--- src/hw/rtl/lcbc_pkg.sv ---
package lcbc_pkg;

   localparam int CARD_W         = 63;
   localparam int REQ_DATA_W     = 64;
   localparam int RSP_DATA_W     = 8;
   localparam int MAX_DIGITS_DEF = 19;
   localparam int BCD_DIGITS     = 19;
   localparam int BCD_W          = 4 * BCD_DIGITS;
   localparam int COUNT_W        = 5;
   localparam int BITS_PER_STEP  = 7;
   localparam int CONV_STEPS     = CARD_W / BITS_PER_STEP;
   localparam int CONV_CNT_W     = 4;
   localparam int UPC_W          = 2;

   typedef logic [3:0] digit_type;

   // issuer rules
   localparam logic [COUNT_W-1:0] VISA_LEN_MIN  = 5'd13;
   localparam logic [COUNT_W-1:0] VISA_LEN_MAX  = 5'd16;
   localparam logic [COUNT_W-1:0] MC_LEN        = 5'd16;
   localparam logic [COUNT_W-1:0] AMEX_LEN      = 5'd15;
   localparam digit_type          VISA_LEAD     = 4'd4;
   localparam digit_type          MC_LEAD       = 4'd5;
   localparam digit_type          MC_SECOND_LO  = 4'd1;
   localparam digit_type          MC_SECOND_HI  = 4'd5;
   localparam digit_type          AMEX_LEAD     = 4'd3;
   localparam digit_type          AMEX_SECOND_A = 4'd4;
   localparam digit_type          AMEX_SECOND_B = 4'd7;

   typedef enum logic [1:0] {
      BRAND_INVALID    = 2'd0,
      BRAND_VISA       = 2'd1,
      BRAND_MASTERCARD = 2'd2,
      BRAND_AMEX       = 2'd3
   } brand_type;

   typedef enum logic [1:0] {
      OP_LOAD     = 2'd0,
      OP_CONVERT  = 2'd1,
      OP_DIGIT    = 2'd2,
      OP_CLASSIFY = 2'd3
   } op_type;

   typedef enum logic [1:0] {
      COND_NO_REQ     = 2'd0,
      COND_CONV_MORE  = 2'd1,
      COND_DIGIT_MORE = 2'd2,
      COND_OUT_BUSY   = 2'd3
   } cond_type;

   typedef enum logic [1:0] {
      EXEC_ALWAYS   = 2'd0,
      EXEC_IF_TRUE  = 2'd1,
      EXEC_IF_FALSE = 2'd2
   } exec_type;

   typedef logic [UPC_W-1:0] upc_type;

   localparam upc_type STEP_IDLE     = 2'd0;
   localparam upc_type STEP_CONVERT  = 2'd1;
   localparam upc_type STEP_DIGIT    = 2'd2;
   localparam upc_type STEP_CLASSIFY = 2'd3;

   typedef struct packed {
      op_type   op;
      exec_type exec;
      cond_type cond;
      upc_type  target;
   } ctrl_word_type;

   typedef struct packed {
      op_type op;
      logic   en;
   } dp_ctrl_type;

   typedef struct packed {
      logic conv_more;
      logic digit_more;
      logic out_busy;
   } dp_status_type;

endpackage

--- src/hw/rtl/luhn_card_brand_check.sv ---
// Luhn mod-10 check of a card number with issuer classification.
// req channel: one word per card number, the number in req_tdata[62:0];
//   req_tready is high only while the block waits for a new number.
// rsp channel: one word per number: brand, luhn_ok and digit_count.
// Control is a four-step microprogram: load, convert, digit walk, classify.
// Sequence from the accept edge: binary-to-BCD conversion at 7 bits per
//   cycle, then the digit walk for a number of n digits (one digit per
//   cycle through the checksum adder), then the classify step, after
//   which rsp_tvalid rises.
// The next number is taken in the cycle after classify, so the block
//   works on one number at a time.
// The result sits in an output register; if the receiver stalls, the block
//   still takes and works on the next number and holds in its classify step
//   until the pending word is taken.
// Reset (synchronous) returns the sequencer to idle and drops rsp_tvalid.
module luhn_card_brand_check
   import lcbc_pkg::*;
#(
   parameter int MAX_DIGITS = MAX_DIGITS_DEF
)
(
   input  logic                  clock,
   input  logic                  reset,
   input  logic                  req_tvalid,
   output logic                  req_tready,
   input  logic [REQ_DATA_W-1:0] req_tdata,  // [62:0] card_number, [63] zero
   output logic                  rsp_tvalid,
   input  logic                  rsp_tready,
   output logic [RSP_DATA_W-1:0] rsp_tdata   // [1:0] brand, [2] luhn_ok, [7:3] digit_count
);

   dp_ctrl_type        ctrl;
   dp_status_type      status;
   brand_type          brand;
   logic               luhn_ok;
   logic [COUNT_W-1:0] digit_count;

   lcbc_seq u_seq (
      .clock      (clock),
      .reset      (reset),
      .req_tvalid (req_tvalid),
      .status     (status),
      .ctrl       (ctrl),
      .idle       (req_tready)
   );

   lcbc_dpath #(
      .MAX_DIGITS (MAX_DIGITS)
   ) u_dpath (
      .clock       (clock),
      .reset       (reset),
      .ctrl        (ctrl),
      .card_number (req_tdata[CARD_W-1:0]),
      .rsp_tready  (rsp_tready),
      .status      (status),
      .rsp_valid   (rsp_tvalid),
      .brand       (brand),
      .luhn_ok     (luhn_ok),
      .digit_count (digit_count)
   );

   assign rsp_tdata = {digit_count, luhn_ok, brand};

endmodule

--- src/hw/rtl/lcbc_seq.sv ---
module lcbc_seq
   import lcbc_pkg::*;
(
   input  logic          clock,
   input  logic          reset,
   input  logic          req_tvalid,
   input  dp_status_type status,
   output dp_ctrl_type   ctrl,
   output logic          idle
);

   // one control word per step; a true condition jumps to target, else fall through
   localparam ctrl_word_type UCODE [4] = '{
      '{op: OP_LOAD,     exec: EXEC_IF_FALSE, cond: COND_NO_REQ,     target: STEP_IDLE},
      '{op: OP_CONVERT,  exec: EXEC_ALWAYS,   cond: COND_CONV_MORE,  target: STEP_CONVERT},
      '{op: OP_DIGIT,    exec: EXEC_IF_TRUE,  cond: COND_DIGIT_MORE, target: STEP_DIGIT},
      '{op: OP_CLASSIFY, exec: EXEC_IF_FALSE, cond: COND_OUT_BUSY,   target: STEP_CLASSIFY}
   };

   upc_type       upc_ff;
   upc_type       upc_in;
   ctrl_word_type cw;
   logic          cond_true;

   assign cw = UCODE[upc_ff];

   always_comb begin
      case (cw.cond)
         COND_NO_REQ:     cond_true = !req_tvalid;
         COND_CONV_MORE:  cond_true = status.conv_more;
         COND_DIGIT_MORE: cond_true = status.digit_more;
         COND_OUT_BUSY:   cond_true = status.out_busy;
         default:         cond_true = 1'b0;
      endcase
   end

   always_comb begin
      ctrl.op = cw.op;
      case (cw.exec)
         EXEC_ALWAYS:   ctrl.en = 1'b1;
         EXEC_IF_TRUE:  ctrl.en = cond_true;
         EXEC_IF_FALSE: ctrl.en = !cond_true;
         default:       ctrl.en = 1'b0;
      endcase
   end

   // last step wraps back to idle
   assign upc_in = cond_true ? cw.target : upc_type'(upc_ff + 1'b1);
   // hold off new words while in reset
   assign idle   = (upc_ff == STEP_IDLE) && !reset;

   always_ff @(posedge clock) begin
      if (reset) begin
         upc_ff <= STEP_IDLE;
      end else begin
         upc_ff <= upc_in;
      end
   end

endmodule

--- src/hw/rtl/lcbc_dpath.sv ---
module lcbc_dpath
   import lcbc_pkg::*;
#(
   parameter int MAX_DIGITS = MAX_DIGITS_DEF
)
(
   input  logic               clock,
   input  logic               reset,
   input  dp_ctrl_type        ctrl,
   input  logic [CARD_W-1:0]  card_number,
   input  logic               rsp_tready,
   output dp_status_type      status,
   output logic               rsp_valid,
   output brand_type          brand,
   output logic               luhn_ok,
   output logic [COUNT_W-1:0] digit_count
);

   logic [CARD_W-1:0]     bin_ff;
   logic [BCD_W-1:0]      bcd_ff;
   logic [CONV_CNT_W-1:0] conv_cnt_ff;
   logic [COUNT_W-1:0]    count_ff;
   digit_type             sum_ff;
   digit_type             lead_ff;
   digit_type             second_ff;
   logic                  rsp_valid_ff;
   brand_type             brand_ff;
   logic                  ok_ff;
   logic [COUNT_W-1:0]    dcount_ff;

   logic [CARD_W-1:0]     bin_in;
   logic [BCD_W-1:0]      bcd_in;
   digit_type             sum_in;
   digit_type             cur_digit;
   logic [4:0]            doubled;
   digit_type             addend;
   logic [4:0]            sum_raw;
   logic                  overflow;
   logic                  ok_in;
   brand_type             brand_in;

   // double-dabble: several bits per cycle, each bit an add-3 pass then a shift
   always_comb begin
      digit_type dg;
      dg     = '0;
      bin_in = bin_ff;
      bcd_in = bcd_ff;
      for (int s = 0; s < BITS_PER_STEP; s++) begin
         for (int k = 0; k < BCD_DIGITS; k++) begin
            dg = bcd_in[4*k +: 4];
            if (dg >= 4'd5) begin
               bcd_in[4*k +: 4] = dg + 4'd3;
            end
         end
         bcd_in = {bcd_in[BCD_W-2:0], bin_in[CARD_W-1]};
         bin_in = {bin_in[CARD_W-2:0], 1'b0};
      end
   end

   // one Luhn digit per cycle, checksum kept modulo ten
   assign cur_digit = bcd_ff[3:0];
   assign doubled   = {cur_digit, 1'b0};

   always_comb begin
      if (!count_ff[0]) begin
         addend = cur_digit;
      end else if (doubled >= 5'd10) begin
         addend = digit_type'(doubled - 5'd9);
      end else begin
         addend = doubled[3:0];
      end
   end

   assign sum_raw = {1'b0, sum_ff} + {1'b0, addend};
   assign sum_in  = (sum_raw >= 5'd10) ? digit_type'(sum_raw - 5'd10) : sum_raw[3:0];

   assign overflow = (bcd_ff != '0);
   assign ok_in    = !overflow && (sum_ff == '0);

   always_comb begin
      brand_in = BRAND_INVALID;
      if (ok_in && (count_ff inside {[VISA_LEN_MIN:VISA_LEN_MAX]})) begin
         if (lead_ff == VISA_LEAD) begin
            brand_in = BRAND_VISA;
         end else if ((count_ff == MC_LEN) && (lead_ff == MC_LEAD) &&
                      (second_ff inside {[MC_SECOND_LO:MC_SECOND_HI]})) begin
            brand_in = BRAND_MASTERCARD;
         end else if ((count_ff == AMEX_LEN) && (lead_ff == AMEX_LEAD) &&
                      (second_ff inside {AMEX_SECOND_A, AMEX_SECOND_B})) begin
            brand_in = BRAND_AMEX;
         end
      end
   end

   assign status.conv_more  = (conv_cnt_ff != CONV_CNT_W'(CONV_STEPS - 1));
   assign status.digit_more = (bcd_ff != '0) && (count_ff != COUNT_W'(MAX_DIGITS));
   assign status.out_busy   = rsp_valid_ff && !rsp_tready;

   always_ff @(posedge clock) begin
      if (ctrl.en) begin
         case (ctrl.op)
            OP_LOAD: begin
               bin_ff      <= card_number;
               bcd_ff      <= '0;
               conv_cnt_ff <= '0;
               count_ff    <= '0;
               sum_ff      <= '0;
               lead_ff     <= '0;
               second_ff   <= '0;
            end
            OP_CONVERT: begin
               bin_ff      <= bin_in;
               bcd_ff      <= bcd_in;
               conv_cnt_ff <= conv_cnt_ff + 1'b1;
            end
            OP_DIGIT: begin
               bcd_ff    <= {4'd0, bcd_ff[BCD_W-1:4]};
               sum_ff    <= sum_in;
               second_ff <= lead_ff;
               lead_ff   <= cur_digit;
               count_ff  <= count_ff + 1'b1;
            end
            OP_CLASSIFY: begin
               brand_ff  <= brand_in;
               ok_ff     <= ok_in;
               dcount_ff <= count_ff;
            end
            default: begin
            end
         endcase
      end
   end

   always_ff @(posedge clock) begin
      if (reset) begin
         rsp_valid_ff <= 1'b0;
      end else if (ctrl.en && (ctrl.op == OP_CLASSIFY)) begin
         rsp_valid_ff <= 1'b1;
      end else if (rsp_tready) begin
         rsp_valid_ff <= 1'b0;
      end
   end

   assign rsp_valid   = rsp_valid_ff;
   assign brand       = brand_ff;
   assign luhn_ok     = ok_ff;
   assign digit_count = dcount_ff;

endmodule

--- config.mk ---
export PLATFORM = sky130hd
export DESIGN_NAME = luhn_card_brand_check
export DESIGN_NICKNAME = d
export VERILOG_FILES = /design/src/hw/rtl/lcbc_pkg.sv /design/src/hw/rtl/luhn_card_brand_check.sv /design/src/hw/rtl/lcbc_seq.sv /design/src/hw/rtl/lcbc_dpath.sv
export SDC_FILE = /design/constraint.sdc
export NUM_CORES = 1
export LEC_CHECK = 0
export ABC_AREA = 1
export BUFFER_PORTS_ARGS = -buffer_cell sky130_fd_sc_hd__buf_2
export CAP_MARGIN = 20
export CORE_AREA = 5 5 277 279
export DETAILED_ROUTE_END_ITERATION = 8
export DIE_AREA = 0 0 282 284
export PLACE_DENSITY = 0.41
export REMOVE_ABC_BUFFERS = 1
export SETUP_SLACK_MARGIN = 0.15
export SYNTH_ARGS = -nofsm -noshare
export SYNTH_HDL_FRONTEND = slang
export SYNTH_HIERARCHICAL = 1
export SYNTH_SLANG_ARGS = --single-unit
--- constraint.sdc ---
create_clock -name clock -period 7.8 [get_ports clock]
set_clock_uncertainty 0.1 [all_clocks]
set_input_delay 1.56 -clock clock [delete_from_list [all_inputs] [get_ports clock]]
set_output_delay 1.56 -clock clock [all_outputs]
set_load 0.02 [all_outputs]
== After elaboration in Yosys (flattened, before gate mapping) ==
Index checks and enable logic that the tools add are counted.

* Flip-flop bits (word level): 171
* Latch bits: 0
* Memory bits (writable): 0
* Bits in read-only memories: 0
* Bits of input ports: 68
* Output and inout port bits: 10
* Word-level logic and storage cells: 498
* Memories kept: 0

* Add/sub/neg operators: 139
* Multipliers: 0
* Div/mod/pow operators: 0
* Magnitude comparators: 140
* Equal/unequal tests: 17
* Shift operators: 0
* Muxes and demuxes: 154
* Bitwise operators: 2
* Reduce and logical (&&, ||, !) cells: 33

{| class="wikitable"
|+ Operator list
! kind !! number
|-
| $ge 4x3->1 const B || 133
|-
| $mux 4 || 129
|-
| $add 4x2->4 const B || 126
|-
| $pmux 76 s3 || 1
|-
| $pmux 63 s2 || 1
|-
| $reduce_bool 76->1 || 1
|-
| $pmux 4 s2 || 4
|-
| $add 3x2->3 const B || 7
|-
| $mux 3 || 7
|-
| $bmux 8 s2 || 1
|-
| $eq 4x3->1 const B || 4
|-
| $mux 8 || 2
|-
| $ge 5x4->1 const B || 3
|-
| $logic_and 1x1->1 || 12
|-
| $eq 2x2->1 const B || 5
|-
| $pmux 5 s2 || 1
|-
| $logic_not 2->1 || 4
|-
| $reduce_and 2->1 || 4
|-
| $reduce_bool 2->1 || 4
|-
| $sub 4x4->4 const B || 2
|-
| $eq 2x1->1 const B || 3
|-
| $mux 2 || 3
|-
| $add 4x4->5 || 1
|-
| $add 5x1->5 const B || 1
|-
| other kinds (20) || 26
|}

== Longest topological paths before layout ==
Gate-level depths: netlist of run 1.

* Depth in word-level cells: 15
* Mapped depth: 46
* Depth with buffers taken out: 46

== Cells and area by module ==
Netlist of run 1, hierarchy kept.

{| class="wikitable"
|+ Modules (own cells, without submodules)
! module !! times used !! cells an instance !! area each (µm²) !! sequential area each (µm²)
|-
| lcbc_dpath || 1 || 3277 || 21750.9 || 5064.9
|-
| lcbc_seq || 1 || 35 || 215.2 || 40.0
|-
| luhn_card_brand_check || 1 || 1 || 7.5 || 0.0
|}

== Least setup slack after synthesis of run 1 ==
OpenSTA, ideal clock, no wires.

* Path kind: input to register
* From: in rsp_tready
* To: reg u_dpath.bin_ff[0], enable pin
* Library setup time: 0.514 ns
* Arrival time: 5.462 ns
* Required time: 7.186 ns
* Slack: 1.723 ns
* Cell stages on the path: 9
* Path buffers: 0
* Cells stage by stage: nor2_1 > nand2_1 > nand2_1 > nor2_1 > nor2_2 > nand2_1 > o21ai_0 > inv_1 > a21oi_1

{| class="wikitable"
|+ RTL lines
! item !! RTL line !! source
|-
| start, declared || luhn_card_brand_check.sv:28 || <nowiki>input logic rsp_tready,</nowiki>
|-
| end signal, assigned || lcbc_dpath.sv:103 || <nowiki>bin_ff <= card_number;</nowiki>
|-
| end signal, assigned || lcbc_dpath.sv:112 || <nowiki>bin_ff <= bin_in;</nowiki>
|-
| end, declared || lcbc_dpath.sv:19 || <nowiki>logic [CARD_W-1:0] bin_ff;</nowiki>
|}

== Worst setup path after layout of run 1 ==
* From: reg u_dpath.bcd_ff[68]
* To: reg u_dpath.bcd_ff[74], data pin

* Cells in the longest elaborated chain, start to end: 15
* Elaborated cells between the ends (all ways): 37
* Classes of those cells: add/sub: 12; order compare: 12; mux: 13

{| class="wikitable"
|+ Ends and longest elaborated chain
! item !! RTL line !! source
|-
| start, declared || lcbc_dpath.sv:20 || <nowiki>logic [BCD_W-1:0] bcd_ff;</nowiki>
|-
| start signal, assigned || lcbc_dpath.sv:113 || <nowiki>bcd_ff <= bcd_in;</nowiki>
|-
| start signal, assigned || lcbc_dpath.sv:117 || <nowiki>bcd_ff <= {4'd0, bcd_ff[BCD_W-1:4]};</nowiki>
|-
| $add 4x2->4 / $ge 4x3->1 (equally long branches) || lcbc_dpath.sv:52, lcbc_dpath.sv:51 ||
|-
| $mux 4 * || lcbc_dpath.sv:51 || <nowiki>if (dg >= 4'd5) begin</nowiki>
|-
| $add 4x2->4 (tied with other cells) || lcbc_dpath.sv:52 || <nowiki>bcd_in[4*k +: 4] = dg + 4'd3;</nowiki>
|-
| $mux 4 / $mux 3 (equally long branches) || lcbc_dpath.sv:51 ||
|-
| $add 4x2->4 (tied with other cells) || lcbc_dpath.sv:52 ||
|-
| $mux 4 / $mux 3 (equally long branches) || lcbc_dpath.sv:51 ||
|-
| $ge 4x3->1 (tied with other cells) || lcbc_dpath.sv:51 ||
|-
| $mux 4 / $mux 3 (equally long branches) || lcbc_dpath.sv:51 ||
|-
| $add 4x2->4 (tied with other cells) || lcbc_dpath.sv:52 ||
|-
| $mux 4 / $mux 3 (equally long branches) || lcbc_dpath.sv:51 ||
|-
| $add 4x2->4 (tied with other cells) || lcbc_dpath.sv:52 ||
|-
| $mux 4 / $mux 3 (equally long branches) || lcbc_dpath.sv:51 ||
|-
| $ge 4x3->1 / $add 3x2->3 (equally long branches) || lcbc_dpath.sv:51, lcbc_dpath.sv:52 ||
|-
| $mux 3 * || lcbc_dpath.sv:51 ||
|-
| $pmux 76 s3 * || lcbc_dpath.sv:101 || <nowiki>case (ctrl.op)</nowiki>
|}

Mark *: on every way between the ends. The rest lies on a longest branch, timed or not.
A chain may end at the register's enable or synchronous reset.

==> out/qor.yml, run 1 <==
sta:
  period_share_pct: 80.41
  tightest_slew_ns: 1.001
  rsz0062_at_grt: "false"
  hold_viol: 0
  max_freq_mhz: 159.4
  setup_viol: 0
  slew_headroom_pct: 33.28
  min_period_ns: 6.272
  tns_ns: 0
  drv_slew: 0
setup_path:
  crit_top_cell: "inv_1"
  arrival_ns: 6.50
  worst_path_largest_cell_delay_ns: 0.39
  slowest_stage: "edfxtp_1"
  critPathMaxFanout: 4
  worstSetupPathType: "register to register"
  crit_required_ns: 8.03
  cp-start-kind: "register"
  critical-path-top-delay-family: "adder cells"
  end_kind: "register"
  cp_num_buf_inv: 10
final_layout:
  syn2layout_area_growth_pct: 9.618
  final_common_cell: "nand2_1"
  final_layout_size_suffix_gt1_share_pct: 18.04
  fin_nets: 3611
  antenna_cells: 0
  layout_common_cells: "1167 x nand2_1, 468 x inv_1, 369 x nand3_1"
yosys:
  synth_seq_cells: 171
  synth_cells: 3313
  ys_top_cells_by_area: "edfxtp_1 23%, nand2_1 20%, ha_1 9.2%"
  syn_area_per_cell_um2: 6.633
  synth_top_area_cell: "edfxtp_1"
  seq_area_frac_synth_pct: 23.23
  syn_area_um2: 21970
  synth_top_area_share_pct: 22.96
  synth_edf_count: 168
  synthFlopType: "edfxtp_1"
  yosys_warnings: 6
  ys_types: 58
  async_flop_share_pct: 0
place:
  dpl.hpwl_um: 42290
  portBuffers: 76
  gp_routability_congestion: 0.7522
clock_tree:
  cts_tree: "done"
  clk_pin_slew_worst_paths_ns: 0.09
  hold_buffers: 0
  cts_buffer_depth: 2
  cts_made_buffers: 17
  htree_levels: 4
  cts.sinks: 171
  cts_root_buf: "clkbuf_16"
  clk_latency_ns: 0.49
  post_cts_buffers: 0
  cts_resized: 0
floorplanning:
  die_w_um: 282
  core-area_um2: 73950
  die-area_um2: 80090
  die_y_um: 284
  top_level_ports: 78
  initial_core_util_pct: 29.72
  rows: 100
global_route:
  overflow: 0
  gr-usage-all-layers_pct: 13.24
  grt_pass1_vias: 18550
  grt_max_degree: 68
  grt_pass1_wl_um: 89310
  antenna_found_initial: 0
drt:
  post_drt_wl_per_cell_um: 12.16
  drc: 0
  drt_wl_total_um: 53040
  routed_via_density: 4.549
  vias: 19840
  detail-route-antenna-nets: 0
  detail_route.iter0.violations: 679
  drt_pass1_iterations: 5
run:
  max_cap_viol_count: 0
hold_path:
  hold_path.class: "register to register"
outcome:
  status: "complete, no violations"
## cell families (layout without fill, tap and decap cells)
| logic type | after synthesis | in the layout | share of synthesized area, % |
|---|---|---|---|
| DFF | 171 | 171 | 23.23 |
| AOI/OAI and AO/OA | 247 | 247 | 7.716 |
| buffers and inverters | 548 | 628 | 9.697 |
| and+or+nand+nor | 2144 | 2144 | 47.98 |
| adders and majority gates | 163 | 163 | 9.316 |
| xor gates and xnor gates | 40 | 40 | 2.056 |
## synth_stat cells (2+ instances only)
cell type and instances:
and2_4 13, and2_2 7, a21o_1 30, o22ai_1 11
dfxtp_1 3, clkbuf_1 21, nand3_4 4, nor4_1 6
ha_1 162, nor2_4 2, nand4_1 129, nor2_2 7
nand2_1 1167, nand3_2 113, o211ai_1 12, buf_6 6
edfxtp_1 168, a21oi_1 35, a31o_2 6, buf_2 3
o21ai_1 23, o21bai_1 19, inv_2 41, xor2_2 2
xnor2_1 5, nand2_2 211, and2_1 19, xnor2_2 4
nor2_1 48, nand3b_1 22, nand3_1 369, inv_1 470
nor3_1 6, xor2_4 2, a21o_2 4, xor2_1 26
o21ai_4 2, nand2_4 18, o21ai_0 45, o21ai_2 51
buf_4 4
## metal layers
metal	up-vias	track usage [%]	wire length [um]
met4	0	2.215	385
met5	-	0	0
met2	84	23.18	25420
li1	10960	-	-
met3	23	1.843	845
met1	8779	17.61	26380
## state kept, by name, summed over array words and instances, names as in the netlist
| signal | flops |
|---|---|
| u_dpath/second_ff | 4 |
| u_dpath/bin_ff | 63 |
| u_dpath/rsp_valid | 1 |
| u_seq/upc_ff | 2 |
| u_dpath/conv_cnt_ff | 4 |
| u_dpath/luhn_ok | 1 |
| u_dpath/sum_ff | 4 |
| u_dpath/bcd_ff | 76 |
| u_dpath/lead_ff | 4 |
| u_dpath/brand | 2 |
| u_dpath/count_ff | 5 |
| u_dpath/digit_count | 5 |
## worst paths after layout
check,start,endpoint,slack [ns],cells past startpoint
min,u_dpath/count_ff[4],u_dpath/digit_count[4],0.40,0
max,u_dpath/bcd_ff[68],u_dpath/bcd_ff[74],1.53,39
min reg2reg,u_dpath/count_ff[4],u_dpath/digit_count[4],0.40,0
max reg2reg,u_dpath/bcd_ff[68],u_dpath/bcd_ff[74],1.53,39
## metrics by stage
stage | instance area, um^2 | util (%) | setup slack (ns) | instances | hold WS (ns)
detailed placement | 23440 | 31.70 | 1.528 | 4330 | 0.3666
finish | 24090 | 32.57 | 1.528 | 4362 | 0.4046
global placement | 23440 | 31.70 | 1.538 | 4330 | 0.3679
CTS | 24090 | 32.57 | 1.485 | 4362 | 0.4027
floorplan | 21760 | - | 1.458 | 3277 | 0.3507
global route | 24090 | 32.57 | 0.7169 | 4362 | 0.4112
## cell type report
cell class	instances	area, um^2
clock inverters	15	222.7
clock buffers	17	425.4
well taps	969	1212
fillers	8174	49860
flip-flops and latches	171	5105
inverters	512	1922
multi-input cells	2594	14760
repair buffers	84	440.4
Power of run 1 is not shown: default switching activity piles up to over one toggle a cycle in this logic, so the estimate is an artifact.
==> run 2: changes to the inputs <==
clock period = 5.91 ns   (was 7.8 ns; I/O delays follow)
==> out/qor.yml, run 2 (synthesis results as in run 1) <==
drt:
  drt_wl_total_um: 53890  # +1.6%
  post_drt_wl_per_cell_um: 12.21  # +0.44%
  detail_route.iter0.violations: 838  # +23%
  drc: 0  # unchanged
  routed_via_density: 4.578  # +0.63%
  vias: 20200  # +1.8%
  detail-route-antenna-nets: 0  # unchanged
  drt_pass1_iterations: 5  # unchanged
global_route:
  grt_max_degree: 77  # +13%
  grt_pass1_vias: 18950  # +2.2%
  antenna_found_initial: 0  # unchanged
  grt_pass1_wl_um: 90350  # +1.2%
  gr-usage-all-layers_pct: 13.38  # +0.13 points
  overflow: 0  # unchanged
setup_path:
  arrival_ns: 5.93  # -0.57 ns
  crit_required_ns: 6.03  # -2.00 ns
  critPathMaxFanout: 4  # unchanged
  r2r_start: "u_dpath/bcd_ff[68]"
  cp-start-kind: "register"
  end_kind: "register"
  worstSetupPathType: "register to register"
  startpoint: "u_dpath/bcd_ff[68]"
  worst_path_largest_cell_delay_ns: 0.46  # +0.07 ns
  slowest_stage: "edfxtp_1"
final_layout:
  layout_common_cells: "1162 x nand2_1, 449 x inv_1, 356 x nand3_1"
  top_register: "u_dpath/bcd_ff"
  regArea_um2: 5105  # unchanged
  fin_nets: 3662  # +1.4%
  largest_reg_flops: 76  # unchanged
  multi_input_area_um2: 14960  # +1.4%
  final_common_cell: "nand2_1"
  largestRegisters: "u_dpath/bcd_ff x76, u_dpath/bin_ff x63"
  fin_area_um2: 24680  # +2.5%
  fillers: 8209  # +0.43%
  antenna_cells: 0  # unchanged
  post-route-util_pct: 33.38  # +0.80 points
  finalNonFillerCells: 4413  # +1.2%
  syn2layout_area_growth_pct: 12.32
  final_layout_size_suffix_gt1_share_pct: 20.93  # +2.9 points
floorplanning:
  top_level_ports: 78  # unchanged
  core-area_um2: 73950  # unchanged
  die_y_um: 284  # unchanged
  rows: 100  # unchanged
  die-area_um2: 80090  # unchanged
  die_w_um: 282  # unchanged
  initial_core_util_pct: 29.72  # unchanged
clock_tree:
  cts_root_buf: "clkbuf_16"
  cts_made_buffers: 17  # unchanged
  cts_tree: "done"
  htree_levels: 4  # unchanged
  clk_latency_ns: 0.48  # about the same
  cts_buffer_depth: 2  # unchanged
  clk_pin_slew_worst_paths_ns: 0.08  # about the same
  hold_buffers: 0  # unchanged
  cts.sinks: 171  # unchanged
sta:
  period_share_pct: 98.30  # +18 points
  min_period_ns: 5.809  # -0.4625 ns
  tightest_slew_ns: 1.046  # +0.04523 ns
  setup_viol: 0  # unchanged
  slew_headroom_pct: 30.16  # -3.1 points
  rsz0062_at_grt: "true"
  drv_slew: 0  # unchanged
  max_freq_mhz: 172.1  # +8.0%
  hold_viol: 0  # unchanged
  whs_ns: 0.4144  # +0.009847 ns
place:
  dpl.hpwl_um: 42630  # +0.80%
  dp.cells: 4361  # +0.72%
  portBuffers: 76  # unchanged
  gp_routability_congestion: 0.7560  # +0.51%
  dpl_cell_area_um2: 23700  # +1.1%
outcome:
  status: "complete, no violations"
hold_path:
  hold_path.class: "register to register"
  hold_start: "u_dpath/bin_ff[7]"
run:
  max_cap_viol_count: 0  # unchanged
==> run 2: layout make-up <==
class / count / share of cell area, %
Inverter: 512 / 7.787
Multi-Input combinational cell: 2594 / 60.62
Clock inverter: 15 / 0.8365
Timing Repair Buffer: 135 / 3.437
Sequential cell: 171 / 20.68
Clock buffer: 17 / 1.724
Tap cell: 969 / 4.913
==> run 2: final timing paths <==
path	slack (ns)	cells past startpoint	endpoint
max	0.10	38	u_dpath/bcd_ff[73]
min reg2reg	0.41	2	u_dpath/bin_ff[14]
min	0.41	2	u_dpath/bin_ff[14]
max reg2reg	0.10	38	u_dpath/bcd_ff[73]
==> run 2: per-layer routing <==
layer / up-vias / track usage (%) / wire, um
met1: 8991 / 17.80 / 26690
met2: 118 / 23.30 / 25700
li1: 11060 / - / -
met3: 37 / 1.662 / 897
met5: - / 0 / 0
met4: 0 / 2.729 / 595
==> run 2: per-stage QoR <==
stage / TNS, ns / setup WS (ns)
global route: -0.9559 / -0.3680
floorplan: -28.94 / -0.4320
CTS: 0 / 0.1503
global placement: -0.2362 / -0.1203
finish: 0 / 0.1006
detailed placement: -0.1248 / -0.07383
==> run 2: repair_timing <==
action / CTS / global route
endpoints found under the setup margin: 3 / 18
resized for setup: 5 / 64
buffers inserted: 1 / 19
endpoints found under the hold margin: 0 / 0
pin swaps: 0 / 27
==> run 2: critical path: cells and delay by family (launching register included) <==
kind | cells | cell delay, ns
buffers and inverters | 9 | 0.68
AND/OR/NAND/NOR | 9 | 0.89
AO/OA/AOI/OAI | 8 | 1.05
XOR/XNOR | 5 | 1.02
flip-flops | 1 | 0.46
adder cells (fa/ha/maj) | 7 | 1.34
Power of run 2 is left out for the same reason.
==> run 3: changes to the inputs <==
ABC_AREA = default   (was 1)
CORE_AREA = 5 5 291 293   (was 5 5 277 279)
DIE_AREA = 0 0 296 298   (was 0 0 282 284)
==> out/qor.yml, run 3 <==
global_route:
  antenna_found_initial: 1  # +1
  gr-usage-all-layers_pct: 17.37  # +4.0 points
  grt_pass1_wl_um: 129900  # +44%
  grt_max_degree: 71  # -7.8%
  grt_pass1_vias: 26340  # +39%
  overflow: 0  # unchanged
final_layout:
  layout_common_cells: "880 x buf_4, 279 x nand2_1, 252 x nor2_1"
  final_layout_size_suffix_gt1_share_pct: 46.24  # +25 points
  regArea_um2: 5105  # unchanged
  fillers: 7956  # -3.1%
  finalNonFillerCells: 5176  # +17%
  multi_input_area_um2: 21810  # +46%
  syn2layout_area_growth_pct: 54.11
  post-route-util_pct: 45.89  # +13 points
  largest_reg_flops: 76  # unchanged
  fin_nets: 4323  # +18%
  largestRegisters: "u_dpath/bcd_ff x76, u_dpath/bin_ff x63"
  final_common_cell: "buf_4"
  top_register: "u_dpath/bcd_ff"
outcome:
  violations: "negative setup slack"
  status: "complete, but fails checks"
sta:
  period_share_pct: 105.2  # +6.9 points
  rsz0062_at_grt: "true"
  setup_ws_ns: -0.3089  # -0.4095 ns
  slew_headroom_pct: 42.02  # +12 points
  hold_viol: 0  # unchanged
  max_freq_mhz: 160.8  # -6.6%
  min_period_ns: 6.219  # +0.4095 ns
  drv_slew: 0  # unchanged
  tightest_slew_ns: 0.8577  # -0.1884 ns
  setup_viol: 17  # +17
drt:
  detail-route-antenna-nets: 0  # unchanged
  post_drt_wl_per_cell_um: 15.88  # +30%
  vias: 27260  # +35%
  detail_route.iter0.violations: 1332  # +59%
  routed_via_density: 5.267  # +15%
  drt_pass1_iterations: 5  # unchanged
  drt_wl_total_um: 82210  # +53%
  drc: 0  # unchanged
yosys:
  seq_area_frac_synth_pct: 21.01  # -2.2 points
  synth_cells: 3166  # -4.4%
  ys_top_cells_by_area: "edfxtp_1 21%, ha_1 8.3%, o21ai_0 5.0%"
  syn_area_um2: 24290  # +11%
  synth_top_family_by_area: "compound AO/OA/AOI/OAI gates"
  syn_area_per_cell_um2: 7.673  # +16%
  ys_top_cells_by_count: "314 x nand2_1, 291 x nor2_1, 245 x o21ai_0"
  synth_adder_area_share_pct: 8.879  # -0.44 points
  yosysMostFrequentCell: "nand2_1"
  yosys.area_share.simple_pct: 23.76  # -24 points
  synth_top_area_cell: "edfxtp_1"
  async_flop_share_pct: 0  # unchanged
  ys_types: 111  # +91%
  synth_edf_count: 168  # unchanged
  synth_top_area_share_pct: 20.77  # -2.2 points
  synth_xor_area_share_pct: 3.312  # +1.3 points
  synth_seq_cells: 171  # unchanged
  synthFlopType: "edfxtp_1"
  yosys_warnings: 6  # unchanged
  synthMuxAreaShare_pct: 9.008  # +9.0 points
  synth-compound-area-share_pct: 29.20  # +21 points
floorplanning:
  die_w_um: 296  # +5.0%
  die_y_um: 298  # +4.9%
  core-area_um2: 81580  # +10%
  rows: 105  # +5.0%
  top_level_ports: 78  # unchanged
  die-area_um2: 88210  # +10%
  initial_core_util_pct: 29.78  # +0.061 points
setup_path:
  r2r_start: "u_dpath/bcd_ff[24]"
  crit_end: "u_dpath/bcd_ff[36]"
  critPathMaxFanout: 6  # +2
  startpoint: "u_dpath/bcd_ff[24]"
  crit_top_cell: "ha_4"
  ff2ff_path_depth: 33  # -13%
  end_kind: "register"
  worst_path_largest_cell_delay_ns: 0.56  # +0.10 ns
  arrival_ns: 6.32  # +0.39 ns
  r2r-end: "u_dpath/bcd_ff[36]"
  crit_required_ns: 6.02  # about the same
  worstSetupPathType: "register to register"
  cp-start-kind: "register"
  slowest_stage: "or4_4"
  ff2ff_setup_slack_ns: -0.31  # -0.41 ns
clock_tree:
  htree_levels: 4  # unchanged
  cts_root_buf: "clkbuf_16"
  clk_latency_ns: 0.49  # about the same
  cts_buffer_depth: 2  # unchanged
  cts_tree: "done"
  cts_made_buffers: 17  # unchanged
  cts.sinks: 171  # unchanged
  clk_pin_slew_worst_paths_ns: 0.08  # about the same
place:
  dpl.hpwl_um: 60250  # +41%
  dp.cells: 4905  # +12%
  gp_routability_congestion: 0.8393  # +11%
  portBuffers: 76  # unchanged
run:
  max_cap_viol_count: 0  # unchanged
hold_path:
  hold_path.class: "register to register"
## run 3: per-stage QoR
step           TNS (ns)  hold slack, ns  setup WS [ns]  instance area [um^2]
2_1_floorplan    -53.82          0.4000        -0.9723                 23770
3_3_place_gp     -12.11          0.4252        -0.8463                 30940
3_5_place_dp     -17.23          0.4305         -1.070                 30940
4_1_cts          -1.622          0.4433        -0.1889                 34090
5_1_grt          -10.57          0.4600        -0.6081                 37440
6_report         -3.048          0.4416        -0.3089                 37440
## run 3: layout make-up
type                            count  area share, %
Multi-Input combinational cell   2696          58.26
Timing Repair Buffer             1034          21.09
Sequential cell                   171          13.64
Tap cell                         1070          3.576
Inverter                          172          1.745
Clock buffer                       17          1.136
Clock inverter                     15         0.5481
Antenna cell                        1       0.006684
## run 3: kinds of logic (layout without fill, tap and decap cells)
group | after synthesis | count (layout)
compound gates | 1042 | 1042
xor+xnor | 91 | 91
fa+ha+maj | 174 | 174
buf+inv | 299 | 1238
flops | 171 | 171
mux | 203 | 203
other cells | 0 | 1
simple gates | 1186 | 1186
## run 3: worst min path at each step
| stage | from | cells past startpoint | endpoint |
|---|---|---|---|
| 2_1_floorplan | u_dpath/count_ff[1] | 0 | u_dpath/digit_count[1] |
| 3_3_place_gp | u_dpath/bin_ff[12] | 1 | u_dpath/bin_ff[19] |
| 3_5_place_dp | u_dpath/bin_ff[4] | 1 | u_dpath/bin_ff[11] |
| 4_1_cts | u_dpath/bin_ff[43] | 1 | u_dpath/bin_ff[50] |
| 5_1_grt | u_dpath/bin_ff[26] | 1 | u_dpath/bin_ff[33] |
| 6_report | u_dpath/bin_ff[46] | 1 | u_dpath/bin_ff[53] |
## run 3: what timing repair did
item	in CTS	in global routing
hold buffers	0	0
setup endpoints to repair	71	71
buffers inserted	123	115
resized for setup	401	600
pin swaps	165	239
## run 3: metal layers
layer / GRT usage [%] / part of all wire, % / vias up
li1: - / - / 13720
met1: 23.03 / 46 / 13120
met2: 31.03 / 51 / 352
met3: 1.750 / 2.2 / 65
met4: 2.889 / 0.90 / 0
met5: 0 / 0 / -
## run 3: worst max-delay path, delay by kind of cell, from the launching register on
family          cells  cell delay, ns
xor+xnor            1            0.16
fa+ha+maj           4            0.58
mux                 1            0.23
simple gates        9            2.01
compound gates     13            1.92
buf+inv             5            0.45
flops               1            0.45
Power of run 3 is left out for the same reason.
